<file path="src/hdl/rrts_pkg.sv">
// Shared types, codes and constants of the round-robin task scheduler.
package rrts_pkg;

   localparam int TASK_SLOTS_DEFAULT = 64;

   localparam int REQ_TYPE_W = 2;
   localparam int TASK_ID_W  = 6;
   localparam int SLICE_W    = 16;
   localparam int STATUS_W   = 2;
   localparam int SLOT_ST_W  = 2;

   localparam logic [SLICE_W-1:0] INIT_SLICE_RESET = 16'd2;

   // Request codes.
   localparam logic [REQ_TYPE_W-1:0] REQ_ALLOC = 2'd0;
   localparam logic [REQ_TYPE_W-1:0] REQ_RUN   = 2'd1;
   localparam logic [REQ_TYPE_W-1:0] REQ_SLEEP = 2'd2;
   localparam logic [REQ_TYPE_W-1:0] REQ_TICK  = 2'd3;

   // Response status codes.
   localparam logic [STATUS_W-1:0] STATUS_DONE    = 2'd0;
   localparam logic [STATUS_W-1:0] STATUS_NO_SLOT = 2'd1;
   localparam logic [STATUS_W-1:0] STATUS_IGNORED = 2'd2;

   // Slot states as kept in the status memory.
   localparam logic [SLOT_ST_W-1:0] SLOT_FREE  = 2'd0;
   localparam logic [SLOT_ST_W-1:0] SLOT_ALLOC = 2'd1;
   localparam logic [SLOT_ST_W-1:0] SLOT_RUN   = 2'd2;

   typedef enum logic [4:0] {
      S_CLEAR,
      S_IDLE,
      S_ALLOC,
      S_RUN_RD,
      S_RUN_EXEC,
      S_TICK,
      S_TICK_LIST,
      S_TICK_SLICE,
      S_TICK_OUT,
      S_SLP_RD,
      S_SLP_CHK,
      S_SLP_CUR,
      S_SLP_FIND,
      S_SLP_SHIFT,
      S_SLP_FIX,
      S_SLP_LAST,
      S_SLP_OUT,
      S_DONE
   } state_type;

endpackage

</file>
<file path="src/hdl/rrts_if.sv">
// Request and response channel interfaces of the task scheduler.
interface rrts_req_if;
   logic                              valid;
   logic                              ready;
   logic [rrts_pkg::REQ_TYPE_W-1:0]   req_type;
   logic [rrts_pkg::TASK_ID_W-1:0]    task_id;
   logic [rrts_pkg::SLICE_W-1:0]      slice_ticks;

   modport source (output valid, req_type, task_id, slice_ticks, input ready);
   modport sink   (input valid, req_type, task_id, slice_ticks, output ready);
endinterface

interface rrts_rsp_if;
   logic                              valid;
   logic                              ready;
   logic [rrts_pkg::STATUS_W-1:0]     status;
   logic [rrts_pkg::TASK_ID_W-1:0]    result_task;
   logic [rrts_pkg::SLICE_W-1:0]      timer_reload;
   logic                              do_switch;

   modport source (output valid, status, result_task, timer_reload, do_switch,
                   input ready);
   modport sink   (input valid, status, result_task, timer_reload, do_switch,
                   output ready);
endinterface

</file>
<file path="src/hdl/rrts_ram.sv">
// Generic single write port, single read port RAM with registered read data.
module rrts_ram #(
   parameter int WIDTH = 8,
   parameter int DEPTH = 64
) (
   input  logic                     clock,
   input  logic                     wr_en,
   input  logic [$clog2(DEPTH)-1:0] wr_addr,
   input  logic [WIDTH-1:0]         wr_data,
   input  logic [$clog2(DEPTH)-1:0] rd_addr,
   output logic [WIDTH-1:0]         rd_data
);

   logic [WIDTH-1:0] mem_ff [DEPTH];
   logic [WIDTH-1:0] rd_data_ff;

   always_ff @(posedge clock) begin
      if (wr_en) begin
         mem_ff[wr_addr] <= wr_data;
      end
      rd_data_ff <= mem_ff[rd_addr];
   end

   assign rd_data = rd_data_ff;

endmodule

</file>
<file path="src/hdl/round_robin_task_scheduler.sv">
// Top level of the round-robin task scheduler: sequencer, state registers and memories.
//
// Requests arrive as beats on the req channel (allocate, run, sleep, tick) and
// every request gives exactly one response beat on the rsp channel. Slot state,
// slot slices and the run list sit in three RAMs of one write and one read port
// each, which one small sequencer walks, one entry per cycle. A request is taken
// only while the sequencer is idle. Allocate searches for the first free slot;
// sleep searches and compacts the run list through its one read and one write
// port. The sequencer returns to idle as the response is registered.
// The slice of the first task lives in a register that the csr write port
// loads at any time.
// After reset a clearing pass writes every slot of the status and slice RAMs,
// one per cycle, so req.ready stays low until the pass is through.
// The response sits in an output register: a stalled receiver holds it there
// while the next request is already taken and served; a further response then
// waits until the held beat is taken.
module round_robin_task_scheduler #(
   parameter int TASK_SLOTS = rrts_pkg::TASK_SLOTS_DEFAULT
) (
   input  logic                          clock,
   input  logic                          reset,
   rrts_req_if.sink                      req,
   rrts_rsp_if.source                    rsp,
   input  logic                          csr_wr_en,
   input  logic [rrts_pkg::SLICE_W-1:0]  csr_wr_data
);

   localparam int AW = $clog2(TASK_SLOTS);
   localparam int CW = $clog2(TASK_SLOTS + 1);
   localparam int IW = $clog2(TASK_SLOTS + 2);

   rrts_pkg::state_type state_ff, state_in;

   logic [IW-1:0]                    scan_ff, scan_in;
   logic [IW-1:0]                    prev_ff, prev_in;
   logic [IW-1:0]                    pos_ff, pos_in;
   logic                             chk_ff, chk_in;
   logic [CW-1:0]                    rc_ff, rc_in;
   logic [AW-1:0]                    ci_ff, ci_in;
   logic [rrts_pkg::SLICE_W-1:0]     slice0_ff, slice0_in;
   logic [rrts_pkg::TASK_ID_W-1:0]   id_ff, id_in;
   logic [rrts_pkg::SLICE_W-1:0]     slice_ff, slice_in;
   logic                             was_ff, was_in;
   logic [AW-1:0]                    tmp_ff, tmp_in;
   logic [rrts_pkg::STATUS_W-1:0]    res_status_ff, res_status_in;
   logic [rrts_pkg::TASK_ID_W-1:0]   res_task_ff, res_task_in;
   logic [rrts_pkg::SLICE_W-1:0]     res_reload_ff, res_reload_in;
   logic                             res_switch_ff, res_switch_in;
   logic                             rsp_valid_ff, rsp_valid_in;
   logic [rrts_pkg::STATUS_W-1:0]    rsp_status_ff, rsp_status_in;
   logic [rrts_pkg::TASK_ID_W-1:0]   rsp_task_ff, rsp_task_in;
   logic [rrts_pkg::SLICE_W-1:0]     rsp_reload_ff, rsp_reload_in;
   logic                             rsp_switch_ff, rsp_switch_in;

   // Memory ports.
   logic                             st_wr_en;
   logic [AW-1:0]                    st_wr_addr;
   logic [rrts_pkg::SLOT_ST_W-1:0]   st_wr_data;
   logic [AW-1:0]                    st_rd_addr;
   logic [rrts_pkg::SLOT_ST_W-1:0]   st_rd;
   logic                             sl_wr_en;
   logic [AW-1:0]                    sl_wr_addr;
   logic [rrts_pkg::SLICE_W-1:0]     sl_wr_data;
   logic [AW-1:0]                    sl_rd_addr;
   logic [rrts_pkg::SLICE_W-1:0]     sl_rd;
   logic                             ls_wr_en;
   logic [AW-1:0]                    ls_wr_addr;
   logic [AW-1:0]                    ls_wr_data;
   logic [AW-1:0]                    ls_rd_addr;
   logic [AW-1:0]                    ls_rd;

   // Shared conditions.
   logic          req_fire;
   logic          rsp_free;
   logic          in_id_ok;
   logic [AW-1:0] slot_id;
   logic [IW-1:0] rc_ext;
   logic          alloc_hit;
   logic          alloc_end;
   logic          slp_refuse;
   logic          find_hit;
   logic          shift_more;
   logic [IW-1:0] ci_inc;
   logic [AW-1:0] ci_adj;
   logic [CW-1:0] rc_dec;

   assign req_fire   = req.valid && req.ready;
   assign rsp_free   = !rsp_valid_ff || rsp.ready;
   assign in_id_ok   = 32'(req.task_id) < 32'(TASK_SLOTS);
   assign slot_id    = AW'(id_ff);
   assign rc_ext     = IW'(rc_ff);
   assign alloc_hit  = chk_ff && (st_rd == rrts_pkg::SLOT_FREE);
   assign alloc_end  = chk_ff && (prev_ff == IW'(TASK_SLOTS - 1));
   assign slp_refuse = (st_rd != rrts_pkg::SLOT_RUN) || (rc_ff <= CW'(1));
   assign find_hit   = chk_ff && (ls_rd == slot_id);
   assign shift_more = (prev_ff + IW'(1)) < rc_ext;
   assign ci_inc     = IW'(ci_ff) + IW'(1);
   assign ci_adj     = (pos_ff < IW'(ci_ff)) ? (ci_ff - AW'(1)) : ci_ff;
   assign rc_dec     = rc_ff - CW'(1);

   // Next state.
   always_comb begin
      state_in = state_ff;
      case (state_ff)
         rrts_pkg::S_CLEAR: begin
            if (scan_ff == IW'(TASK_SLOTS - 1)) begin
               state_in = rrts_pkg::S_IDLE;
            end
         end
         rrts_pkg::S_IDLE: begin
            if (req_fire) begin
               case (req.req_type)
                  rrts_pkg::REQ_ALLOC: state_in = rrts_pkg::S_ALLOC;
                  rrts_pkg::REQ_TICK:  state_in = rrts_pkg::S_TICK;
                  rrts_pkg::REQ_RUN: begin
                     state_in = in_id_ok ? rrts_pkg::S_RUN_RD : rrts_pkg::S_DONE;
                  end
                  default: begin
                     state_in = in_id_ok ? rrts_pkg::S_SLP_RD : rrts_pkg::S_DONE;
                  end
               endcase
            end
         end
         rrts_pkg::S_ALLOC: begin
            if (alloc_hit || alloc_end) begin
               state_in = rrts_pkg::S_DONE;
            end
         end
         rrts_pkg::S_RUN_RD:     state_in = rrts_pkg::S_RUN_EXEC;
         rrts_pkg::S_RUN_EXEC:   state_in = rrts_pkg::S_DONE;
         rrts_pkg::S_TICK:       state_in = rrts_pkg::S_TICK_LIST;
         rrts_pkg::S_TICK_LIST:  state_in = rrts_pkg::S_TICK_SLICE;
         rrts_pkg::S_TICK_SLICE: state_in = rrts_pkg::S_TICK_OUT;
         rrts_pkg::S_TICK_OUT:   state_in = rrts_pkg::S_DONE;
         rrts_pkg::S_SLP_RD:     state_in = rrts_pkg::S_SLP_CHK;
         rrts_pkg::S_SLP_CHK: begin
            state_in = slp_refuse ? rrts_pkg::S_DONE : rrts_pkg::S_SLP_CUR;
         end
         rrts_pkg::S_SLP_CUR:    state_in = rrts_pkg::S_SLP_FIND;
         rrts_pkg::S_SLP_FIND: begin
            if (find_hit) begin
               state_in = rrts_pkg::S_SLP_SHIFT;
            end
         end
         rrts_pkg::S_SLP_SHIFT: begin
            if (!shift_more) begin
               state_in = rrts_pkg::S_SLP_FIX;
            end
         end
         rrts_pkg::S_SLP_FIX:    state_in = rrts_pkg::S_SLP_LAST;
         rrts_pkg::S_SLP_LAST:   state_in = rrts_pkg::S_SLP_OUT;
         rrts_pkg::S_SLP_OUT:    state_in = rrts_pkg::S_DONE;
         rrts_pkg::S_DONE: begin
            if (rsp_free) begin
               state_in = rrts_pkg::S_IDLE;
            end
         end
         default: state_in = rrts_pkg::S_IDLE;
      endcase
   end

   // Datapath and memory control.
   always_comb begin
      scan_in       = scan_ff;
      prev_in       = prev_ff;
      pos_in        = pos_ff;
      chk_in        = chk_ff;
      rc_in         = rc_ff;
      ci_in         = ci_ff;
      slice0_in     = slice0_ff;
      id_in         = id_ff;
      slice_in      = slice_ff;
      was_in        = was_ff;
      tmp_in        = tmp_ff;
      res_status_in = res_status_ff;
      res_task_in   = res_task_ff;
      res_reload_in = res_reload_ff;
      res_switch_in = res_switch_ff;
      rsp_valid_in  = rsp_valid_ff;
      rsp_status_in = rsp_status_ff;
      rsp_task_in   = rsp_task_ff;
      rsp_reload_in = rsp_reload_ff;
      rsp_switch_in = rsp_switch_ff;

      st_wr_en   = 1'b0;
      st_wr_addr = slot_id;
      st_wr_data = rrts_pkg::SLOT_ALLOC;
      st_rd_addr = slot_id;
      sl_wr_en   = 1'b0;
      sl_wr_addr = slot_id;
      sl_wr_data = slice_ff;
      sl_rd_addr = ls_rd;
      ls_wr_en   = 1'b0;
      ls_wr_addr = AW'(rc_ff);
      ls_wr_data = slot_id;
      ls_rd_addr = ci_ff;

      if (csr_wr_en) begin
         slice0_in = csr_wr_data;
      end

      if (rsp_valid_ff && rsp.ready) begin
         rsp_valid_in = 1'b0;
      end

      case (state_ff)
         rrts_pkg::S_CLEAR: begin
            st_wr_en   = 1'b1;
            st_wr_addr = scan_ff[AW-1:0];
            st_wr_data = (scan_ff == '0) ? rrts_pkg::SLOT_RUN : rrts_pkg::SLOT_FREE;
            sl_wr_en   = 1'b1;
            sl_wr_addr = scan_ff[AW-1:0];
            sl_wr_data = '0;
            ls_wr_en   = (scan_ff == '0);
            ls_wr_addr = '0;
            ls_wr_data = '0;
            scan_in    = scan_ff + IW'(1);
         end
         rrts_pkg::S_IDLE: begin
            id_in         = req.task_id;
            slice_in      = req.slice_ticks;
            scan_in       = '0;
            chk_in        = 1'b0;
            // Only run and sleep address a slot, so only they can name one out of range.
            res_status_in = (in_id_ok || (req.req_type == rrts_pkg::REQ_ALLOC) ||
                             (req.req_type == rrts_pkg::REQ_TICK)) ?
                            rrts_pkg::STATUS_DONE : rrts_pkg::STATUS_IGNORED;
            res_task_in   = '0;
            res_reload_in = '0;
            res_switch_in = 1'b0;
         end
         rrts_pkg::S_ALLOC: begin
            // Reads run one slot ahead of the compare.
            st_rd_addr = scan_ff[AW-1:0];
            scan_in    = scan_ff + IW'(1);
            prev_in    = scan_ff;
            chk_in     = 1'b1;
            if (alloc_hit) begin
               st_wr_en      = 1'b1;
               st_wr_addr    = prev_ff[AW-1:0];
               st_wr_data    = rrts_pkg::SLOT_ALLOC;
               res_task_in   = rrts_pkg::TASK_ID_W'(prev_ff);
            end else if (alloc_end) begin
               res_status_in = rrts_pkg::STATUS_NO_SLOT;
            end
         end
         rrts_pkg::S_RUN_EXEC: begin
            if (st_rd == rrts_pkg::SLOT_FREE) begin
               res_status_in = rrts_pkg::STATUS_IGNORED;
            end else begin
               if (slice_ff != '0) begin
                  if (slot_id == '0) begin
                     slice0_in = slice_ff;
                  end else begin
                     sl_wr_en = 1'b1;
                  end
               end
               if ((st_rd != rrts_pkg::SLOT_RUN) && (rc_ext < IW'(TASK_SLOTS))) begin
                  st_wr_en   = 1'b1;
                  st_wr_data = rrts_pkg::SLOT_RUN;
                  ls_wr_en   = 1'b1;
                  rc_in      = rc_ff + CW'(1);
               end
            end
         end
         rrts_pkg::S_TICK: begin
            ci_in = (ci_inc >= rc_ext) ? '0 : ci_inc[AW-1:0];
         end
         rrts_pkg::S_TICK_SLICE: begin
            tmp_in = ls_rd;
         end
         rrts_pkg::S_TICK_OUT: begin
            res_task_in   = rrts_pkg::TASK_ID_W'(tmp_ff);
            res_reload_in = (tmp_ff == '0) ? slice0_ff : sl_rd;
            res_switch_in = (rc_ff >= CW'(2));
         end
         rrts_pkg::S_SLP_CHK: begin
            if (slp_refuse) begin
               res_status_in = rrts_pkg::STATUS_IGNORED;
            end
         end
         rrts_pkg::S_SLP_CUR: begin
            was_in  = (ls_rd == slot_id);
            scan_in = '0;
            chk_in  = 1'b0;
         end
         rrts_pkg::S_SLP_FIND: begin
            ls_rd_addr = scan_ff[AW-1:0];
            scan_in    = scan_ff + IW'(1);
            chk_in     = 1'b1;
            if (find_hit) begin
               // The entry after the hit is being read now; prev becomes the write pointer.
               pos_in  = prev_ff;
               prev_in = prev_ff;
            end else begin
               prev_in = scan_ff;
            end
         end
         rrts_pkg::S_SLP_SHIFT: begin
            ls_rd_addr = scan_ff[AW-1:0];
            if (shift_more) begin
               ls_wr_en   = 1'b1;
               ls_wr_addr = prev_ff[AW-1:0];
               ls_wr_data = ls_rd;
               prev_in    = prev_ff + IW'(1);
               scan_in    = scan_ff + IW'(1);
            end
         end
         rrts_pkg::S_SLP_FIX: begin
            rc_in      = rc_dec;
            ci_in      = (IW'(ci_adj) >= IW'(rc_dec)) ? '0 : ci_adj;
            st_wr_en   = 1'b1;
            st_wr_data = rrts_pkg::SLOT_ALLOC;
         end
         rrts_pkg::S_SLP_OUT: begin
            res_task_in   = rrts_pkg::TASK_ID_W'(ls_rd);
            res_switch_in = was_ff;
         end
         rrts_pkg::S_DONE: begin
            if (rsp_free) begin
               rsp_valid_in  = 1'b1;
               rsp_status_in = res_status_ff;
               rsp_task_in   = res_task_ff;
               rsp_reload_in = res_reload_ff;
               rsp_switch_in = res_switch_ff;
            end
         end
         default: begin
         end
      endcase
   end

   always_ff @(posedge clock) begin
      if (reset) begin
         state_ff     <= rrts_pkg::S_CLEAR;
         scan_ff      <= '0;
         chk_ff       <= 1'b0;
         rc_ff        <= CW'(1);
         ci_ff        <= '0;
         slice0_ff    <= rrts_pkg::INIT_SLICE_RESET;
         rsp_valid_ff <= 1'b0;
      end else begin
         state_ff     <= state_in;
         scan_ff      <= scan_in;
         chk_ff       <= chk_in;
         rc_ff        <= rc_in;
         ci_ff        <= ci_in;
         slice0_ff    <= slice0_in;
         rsp_valid_ff <= rsp_valid_in;
      end
      prev_ff       <= prev_in;
      pos_ff        <= pos_in;
      id_ff         <= id_in;
      slice_ff      <= slice_in;
      was_ff        <= was_in;
      tmp_ff        <= tmp_in;
      res_status_ff <= res_status_in;
      res_task_ff   <= res_task_in;
      res_reload_ff <= res_reload_in;
      res_switch_ff <= res_switch_in;
      rsp_status_ff <= rsp_status_in;
      rsp_task_ff   <= rsp_task_in;
      rsp_reload_ff <= rsp_reload_in;
      rsp_switch_ff <= rsp_switch_in;
   end

   rrts_ram #(
      .WIDTH (rrts_pkg::SLOT_ST_W),
      .DEPTH (TASK_SLOTS)
   ) u_status_ram (
      .clock   (clock),
      .wr_en   (st_wr_en),
      .wr_addr (st_wr_addr),
      .wr_data (st_wr_data),
      .rd_addr (st_rd_addr),
      .rd_data (st_rd)
   );

   rrts_ram #(
      .WIDTH (rrts_pkg::SLICE_W),
      .DEPTH (TASK_SLOTS)
   ) u_slice_ram (
      .clock   (clock),
      .wr_en   (sl_wr_en),
      .wr_addr (sl_wr_addr),
      .wr_data (sl_wr_data),
      .rd_addr (sl_rd_addr),
      .rd_data (sl_rd)
   );

   rrts_ram #(
      .WIDTH (AW),
      .DEPTH (TASK_SLOTS)
   ) u_list_ram (
      .clock   (clock),
      .wr_en   (ls_wr_en),
      .wr_addr (ls_wr_addr),
      .wr_data (ls_wr_data),
      .rd_addr (ls_rd_addr),
      .rd_data (ls_rd)
   );

   assign req.ready        = (state_ff == rrts_pkg::S_IDLE);
   assign rsp.valid        = rsp_valid_ff;
   assign rsp.status       = rsp_status_ff;
   assign rsp.result_task  = rsp_task_ff;
   assign rsp.timer_reload = rsp_reload_ff;
   assign rsp.do_switch    = rsp_switch_ff;

   // The current index always points inside the run list.
   a_index_in_list: assert property (@(posedge clock) disable iff (reset)
      IW'(ci_ff) < rc_ext)
      else $error("current index beyond run list");

   // At least one task runs and the list never overflows.
   a_count_range: assert property (@(posedge clock) disable iff (reset)
      (rc_ff != '0) && (rc_ext <= IW'(TASK_SLOTS)))
      else $error("run count out of range");

   // A completed sleep removes exactly one entry from the run list.
   a_sleep_shrinks: assert property (@(posedge clock) disable iff (reset)
      (state_ff == rrts_pkg::S_SLP_FIX) |=> (rc_ff == CW'($past(rc_ff) - CW'(1))))
      else $error("sleep did not shrink the run list by one");

   // Leaving the final state always leaves a response beat pending.
   a_done_loads: assert property (@(posedge clock) disable iff (reset)
      (state_ff == rrts_pkg::S_DONE) && rsp_free |=> rsp_valid_ff)
      else $error("response beat lost");

endmodule

</file>
<file path="src/flat_wrapper.sv">
// flat-port wrapper written by rule: the top's interface ports become plain ports
module round_robin_task_scheduler_flat 
#(
   parameter int TASK_SLOTS = rrts_pkg::TASK_SLOTS_DEFAULT
)
  (clock, reset, csr_wr_en, csr_wr_data, req_valid, req_req_type, req_task_id, req_slice_ticks, req_ready, rsp_valid, rsp_status, rsp_result_task, rsp_timer_reload, rsp_do_switch, rsp_ready);
  rrts_req_if req_i ();
  rrts_rsp_if rsp_i ();
  input  logic clock;
  input  logic reset;
  input  logic csr_wr_en;
  input  logic [rrts_pkg::SLICE_W-1:0] csr_wr_data;
  input wire logic [$bits(req_i.valid)-1:0] req_valid;
  input wire logic [$bits(req_i.req_type)-1:0] req_req_type;
  input wire logic [$bits(req_i.task_id)-1:0] req_task_id;
  input wire logic [$bits(req_i.slice_ticks)-1:0] req_slice_ticks;
  output wire logic [$bits(req_i.ready)-1:0] req_ready;
  output wire logic [$bits(rsp_i.valid)-1:0] rsp_valid;
  output wire logic [$bits(rsp_i.status)-1:0] rsp_status;
  output wire logic [$bits(rsp_i.result_task)-1:0] rsp_result_task;
  output wire logic [$bits(rsp_i.timer_reload)-1:0] rsp_timer_reload;
  output wire logic [$bits(rsp_i.do_switch)-1:0] rsp_do_switch;
  input wire logic [$bits(rsp_i.ready)-1:0] rsp_ready;
  assign req_i.valid = req_valid;
  assign req_i.req_type = req_req_type;
  assign req_i.task_id = req_task_id;
  assign req_i.slice_ticks = req_slice_ticks;
  assign req_ready = req_i.ready;
  assign rsp_valid = rsp_i.valid;
  assign rsp_status = rsp_i.status;
  assign rsp_result_task = rsp_i.result_task;
  assign rsp_timer_reload = rsp_i.timer_reload;
  assign rsp_do_switch = rsp_i.do_switch;
  assign rsp_i.ready = rsp_ready;
  round_robin_task_scheduler #(.TASK_SLOTS(TASK_SLOTS)) u_core (.clock(clock), .reset(reset), .req(req_i), .rsp(rsp_i), .csr_wr_en(csr_wr_en), .csr_wr_data(csr_wr_data));
endmodule
</file>
<file path="config.mk">
export PLATFORM = sky130hd
export DESIGN_NAME = round_robin_task_scheduler_flat
export DESIGN_NICKNAME = d
export VERILOG_FILES = /design/src/hdl/rrts_pkg.sv /design/src/hdl/rrts_if.sv /design/src/hdl/rrts_ram.sv /design/src/hdl/round_robin_task_scheduler.sv /design/src/flat_wrapper.sv
export SDC_FILE = /design/constraint.sdc
export NUM_CORES = 2
export LEC_CHECK = 0
export BUFFER_PORTS_ARGS = -buffer_cell sky130_fd_sc_hd__buf_2
export CORE_ASPECT_RATIO = 1.2
export CORE_MARGIN = 10
export CORE_UTILIZATION = 45
export DETAILED_ROUTE_END_ITERATION = 12
export PLACE_DENSITY = 0.64
export SYNTH_ARGS = -nofsm -noshare
export SYNTH_HDL_FRONTEND = slang
export SYNTH_SLANG_ARGS = --single-unit
</file>
<file path="constraint.sdc">
create_clock -name clock -period 9.9 [get_ports clock]
set_input_delay 2.475 -clock clock [delete_from_list [all_inputs] [get_ports clock]]
set_output_delay 2.475 -clock clock [all_outputs]
set_load 0.01 [all_outputs]
</file>
==> Implementation_results.wiki <==
{| class="wikitable"
! Metric !! Value
|-
| Status || finished clean
|-
| Worst Path Buf+Inv || 0
|-
| Placeable core region || 0.150 sq mm
|-
| Top cell type by total area after synthesis || edfxtp_1
|-
| Clock transition time at the flip-flop clock pins of the worst setup and hold paths || 0.07 ns
|-
| RSZ-0062 raised after global routing || no
|-
| Portion of netlist area occupied by mux cells || around 14%
|-
| Share of the cycle needed by the critical path after routing || 51.5%
|-
| Worst skew pair latency || 0.81 ns
|-
| Average via count per standard cell || 5.98
|-
| Number of hold-slack violations in the final timing report || 0
|-
| Post-synth EDFFs || around 1600
|-
| Number of buffers added on ports || a little over 70
|-
| Net count of the finished layout || 3910
|-
| Total number of vias || ~35000
|-
| Clock period minus worst slack || 5.10 ns
|-
| Part of the power in registers || 45.3%
|-
| Post-synthesis sequential element count || 1696
|-
| Fraction of the yosys area taken by sequential cells || between 70% and 80%
|-
| Standard-cell row count || 156
|-
| Cells traversed along the worst timing path || ha_1 -> nand3_1 -> nor3_1 -> nand2b_1 -> ha_1 -> a41oi_1 -> o21ai_0 -> o21ai_1 -> nand2_2 -> a221oi_1 -> nand2_1 -> nor2_1
|-
| Final-layout worst hold slack || 0.419 ns
|-
| Routed wirelength normalized by instance count || around 29 microns
|-
| Number of maximum-capacitance constraint violations || 0
|-
| Static Leakage || 24.3 nW
|-
| Switching power share of the total || between 30 and 40%
|-
| Worst Tran Pin Value || 1.38 ns
|-
| Highest fanout seen on the critical path || 14
|-
| Antenna violations before repair || 8
|-
| Internal power || 15.0 mW
|-
| Launch point of the worst reg-to-reg path || u_core.prev_ff[0]
|-
| Setup-violating endpoint count in the final report || 0
|-
| Placed wire-length estimate after detailed placement || 102 mm
|-
| Iteration-0 DRC Markers || 4144
|-
| First-pass GRT wire length || around 250 mm
|-
| Fraction of final layout cells with drive strength greater than 1 || 22.1%
|-
| H-tree level count || 4
|-
| Post-CTS Repair Setup Buffers || 0
|-
| Adder and majority gate portion of the synthesized area || 0.608%
|-
| Post-synthesis async set-or-reset flop share || 0%
|-
| CTS sink cnt || between 1500 and 2000
|-
| Worst-path cell with the longest stage delay || nor2_1
|-
| Highest ir drop seen on vdd || 0.000255 V
|-
| Die Span Y || 446 microns
|-
| Width of the die || ~370 microns
|-
| Setup crit start || u_core.prev_ff[0]
|-
| Number of distinct library cells after synthesis || 79
|-
| Effective utilization at floorplan || 45.2%
|-
| Synthesized netlist cell count || 3709
|-
| Area of the mapped netlist || just under 0.07 sq mm
|-
| Root cell of the clock tree || clkbuf_16
|-
| Number of gates resized after CTS || 0
|-
| Worst clock skew || 0.0405 ns
|-
| Final total negative setup slack || 0 ns
|-
| Share of Yosys cell area claimed by the top area cell type || 72.0%
|-
| Aggregate global-route resource usage || 20.2%
|-
| Arrival time at the worst endpoint || between 5 and 6 ns
|-
| Post-synthesis share of cell area spent on and, or, nand and nor gates || around 6.3%
|-
| I/O Pins || 72
|-
| Worst Hold Launch || u_core.res_reload_ff[6]
|-
| Clk buf depth || 3
|-
| Top area cells in the synthesized netlist || edfxtp_1 (72%), mux4_2 (13%), nand2_1 (2.1%), dfxtp_1 (2.0%), nor2_1 (1.6%)
|-
| Antenna-violating nets left || 0
|-
| Net load switching power || 6.79 mW
|-
| Area growth syn-to-layout || 11.9%
|-
| CTS tree || built
|-
| Class of the tightest hold or removal check || reg -> reg
|-
| Crit path max-delay family || simple AND/OR/NAND/NOR gates
|-
| Pins over their slew limit || 0
|-
| Worst slew slack as a fraction of its limit || under 10%
|-
| Main synth FF type || edfxtp_1
|-
| Vias in the first global route || 36100
|-
| Slowest stage delay, CP || 0.62 ns
|-
| Kind of start point of the critical path || flop
|-
| Cts hold-fix bufs || 0
|-
| TritonRoute pass-1 iters || 6
|-
| Category of the worst setup path capture point || flop
|-
| Num CTS Buffers || 162
|-
| Main combinational cell family by area after synthesis || multiplexers
|-
| Clock network fraction of total power || 27.9%
|-
| Largest net degree at the start of global routing || 151
|-
| Total congestion overflow || 0
|-
| Sum of routed wire length over all layers || ~170 mm
|-
| Avg Cell Area, Syn || 18.3 sq um
|-
| Power Density || 287 mW/mm^2
|-
| Yosys Warn Count || 0
|-
| Post-route DRC || 0
|-
| Endpoint required time on the critical path || 10.31 ns
|-
| Part of the total power dissipated in combinational logic || between 20% and 30%
|-
| Global placer's final weighted congestion || 0.888
|-
| Synth Area in XOR/XNOR || 0.464%
|-
| Synth Area in Compound Gates || 2.99%
|-
| Classification of the worst setup path || reg -> reg
|-
| Net count after synthesis || between 3000 and 4000
|-
| Cell repeated most along the worst path || ha_1
|-
| Die Outline Area || ~0.17 sq mm
|-
| Peak clock frequency supported by timing || approximately 200 MHz
|}
[sequential cells by signal, indices dropped and copies added (netlist names), 2 cells and up]
name and cells:
u_core.u_slice_ram.mem_ff 1024, u_core.u_list_ram.mem_ff 384, u_core.u_status_ram.mem_ff 128, u_core.res_reload_ff 16, u_core.rsp.timer_reload 16, u_core.slice0_ff 16
u_core.slice_ff 16, u_core.u_slice_ram.rd_data 16, u_core.pos_ff 7, u_core.prev_ff 7, u_core.rc_ext 7, u_core.scan_ff 7
u_core.ci_ff 6, u_core.id_ff 6, u_core.res_task_ff 6, u_core.rsp.result_task 6, u_core.tmp_ff 6, u_core.u_list_ram.rd_data 6
u_core.state_ff 5, u_core.res_status_ff 2, u_core.rsp.status 2, u_core.u_status_ram.rd_data 2
[layer usage]
layer	vias up	GRT usage [%]	wire length, microns	share of wire (%)
li1	15100	-	-	-
met1	18500	26.8	67400	40
met2	1588	32.8	82800	49
met3	300	3.88	13500	7.9
met4	2	7.94	6460	3.8
met5	-	0	13	0.0076
[worst reg2reg max path: stages, from the launching register on]
cell      delay [ns]
edfxtp_1        0.58
ha_1            0.26
nand3_1         0.16
nor3_1          0.32
nand2b_1        0.19
ha_1            0.27
a41oi_1         0.19
o21ai_0         0.22
o21ai_1         0.56
nand2_2         0.35
a221oi_1        0.44
nand2_1         0.57
nor2_1          0.62
[cell usage in the layout, fill, tap and decap left out, drive strengths merged, types with 22 or more instances in the layout]
| master | netlist | final |
|---|---|---|
| nor2 | 291 | 291 |
| and2 | 24 | 24 |
| xnor2 | 26 | 26 |
| buf | 103 | 169 |
| a21oi | 52 | 52 |
| and3 | 35 | 35 |
| a31oi | 26 | 26 |
| nand2 | 376 | 376 |
| mux2i | 63 | 63 |
| edfxtp | 1629 | 1629 |
| inv | 27 | 34 |
| a211oi | 24 | 24 |
| nand2b | 29 | 29 |
| clkbuf | 107 | 214 |
| o21ai | 43 | 43 |
| clkinv | 1 | 53 |
| dfxtp | 67 | 67 |
| a22oi | 22 | 22 |
| nor3 | 31 | 31 |
| mux4 | 394 | 394 |
| nand3 | 88 | 88 |
| ha | 33 | 33 |
| a311oi | 27 | 27 |
| nor4 | 22 | 22 |
[through the flow]
step | cells | total power, mW | area (sq um) | util [%] | setup slack [ns]
after floorplan | 3709 | 13.6 | 67900 | - | 5.03
after global placement | 5643 | 15.8 | 70800 | 47.1 | 4.98
after detailed placement | 5643 | 15.9 | 70800 | 47.1 | 4.89
after CTS | 5935 | 22.0 | 76000 | 50.5 | 4.85
after global routing | 5936 | 22.6 | 76000 | 50.5 | 4.45
final | 5936 | 21.8 | 76000 | 50.5 | 4.80
[path summary, 6_finish.rpt]
check / endpoint / slack [ns] / cells after the start
hold reg to reg: u_core.rsp.timer_reload[6] / 0.42 / 0
setup reg to reg: u_core.u_list_ram.mem_ff[38][3] / 4.80 / 12
hold / removal: u_core.rsp.timer_reload[6] / 0.42 / 0
setup / recovery: u_core.u_list_ram.mem_ff[38][3] / 4.80 / 12
[cell type report]
type,count,area (sq um)
fill,12100,74300
clock inverter,78,800
inverter,28,105
timing repair buffer,169,1140
antenna,1,2.50
tap,1975,2470
clock buffer,214,4370
sequential,1696,50300
multi-input combinational,1775,16800
[synthesized netlist by cell type, types with 11 or more instances]
cell type and instances:
buf_1 30, o21ai_0 33, nor3_1 27, nand2b_1 26
buf_2 55, and3_1 35, nand2_1 373, a22oi_1 22
a32oi_1 11, a211oi_1 24, nor2_1 290, nor4_1 21
dfxtp_1 67, buf_4 12, nand4_1 11, ha_1 33
and2_1 23, nand3_1 88, clkbuf_1 107, xnor2_1 26
mux4_2 394, mux2i_1 61, a311oi_1 27, a21oi_1 50
a21o_1 15, edfxtp_1 1629, inv_1 26, a31oi_1 26
[power by group through the flow]
stage	registers, mW	logic [mW]	clock network [mW]
floorplan	9.66	3.92	0
global placement	10.0	5.83	0
detailed placement	10.0	5.90	0
CTS	9.87	5.91	6.17
global route	9.90	6.23	6.46
finish	9.87	5.85	6.07
[kinds of logic after synthesis]
kind of cell               count (synthesis)
adders and majority gates                 33
AOI/OAI and AO/OA                        291
muxes                                    460
buffers and inverters                    238
xor gates and xnor gates                  36
and+or+nand+nor                          955
DFF                                     1696
Power figures use the tool's default switching activity.
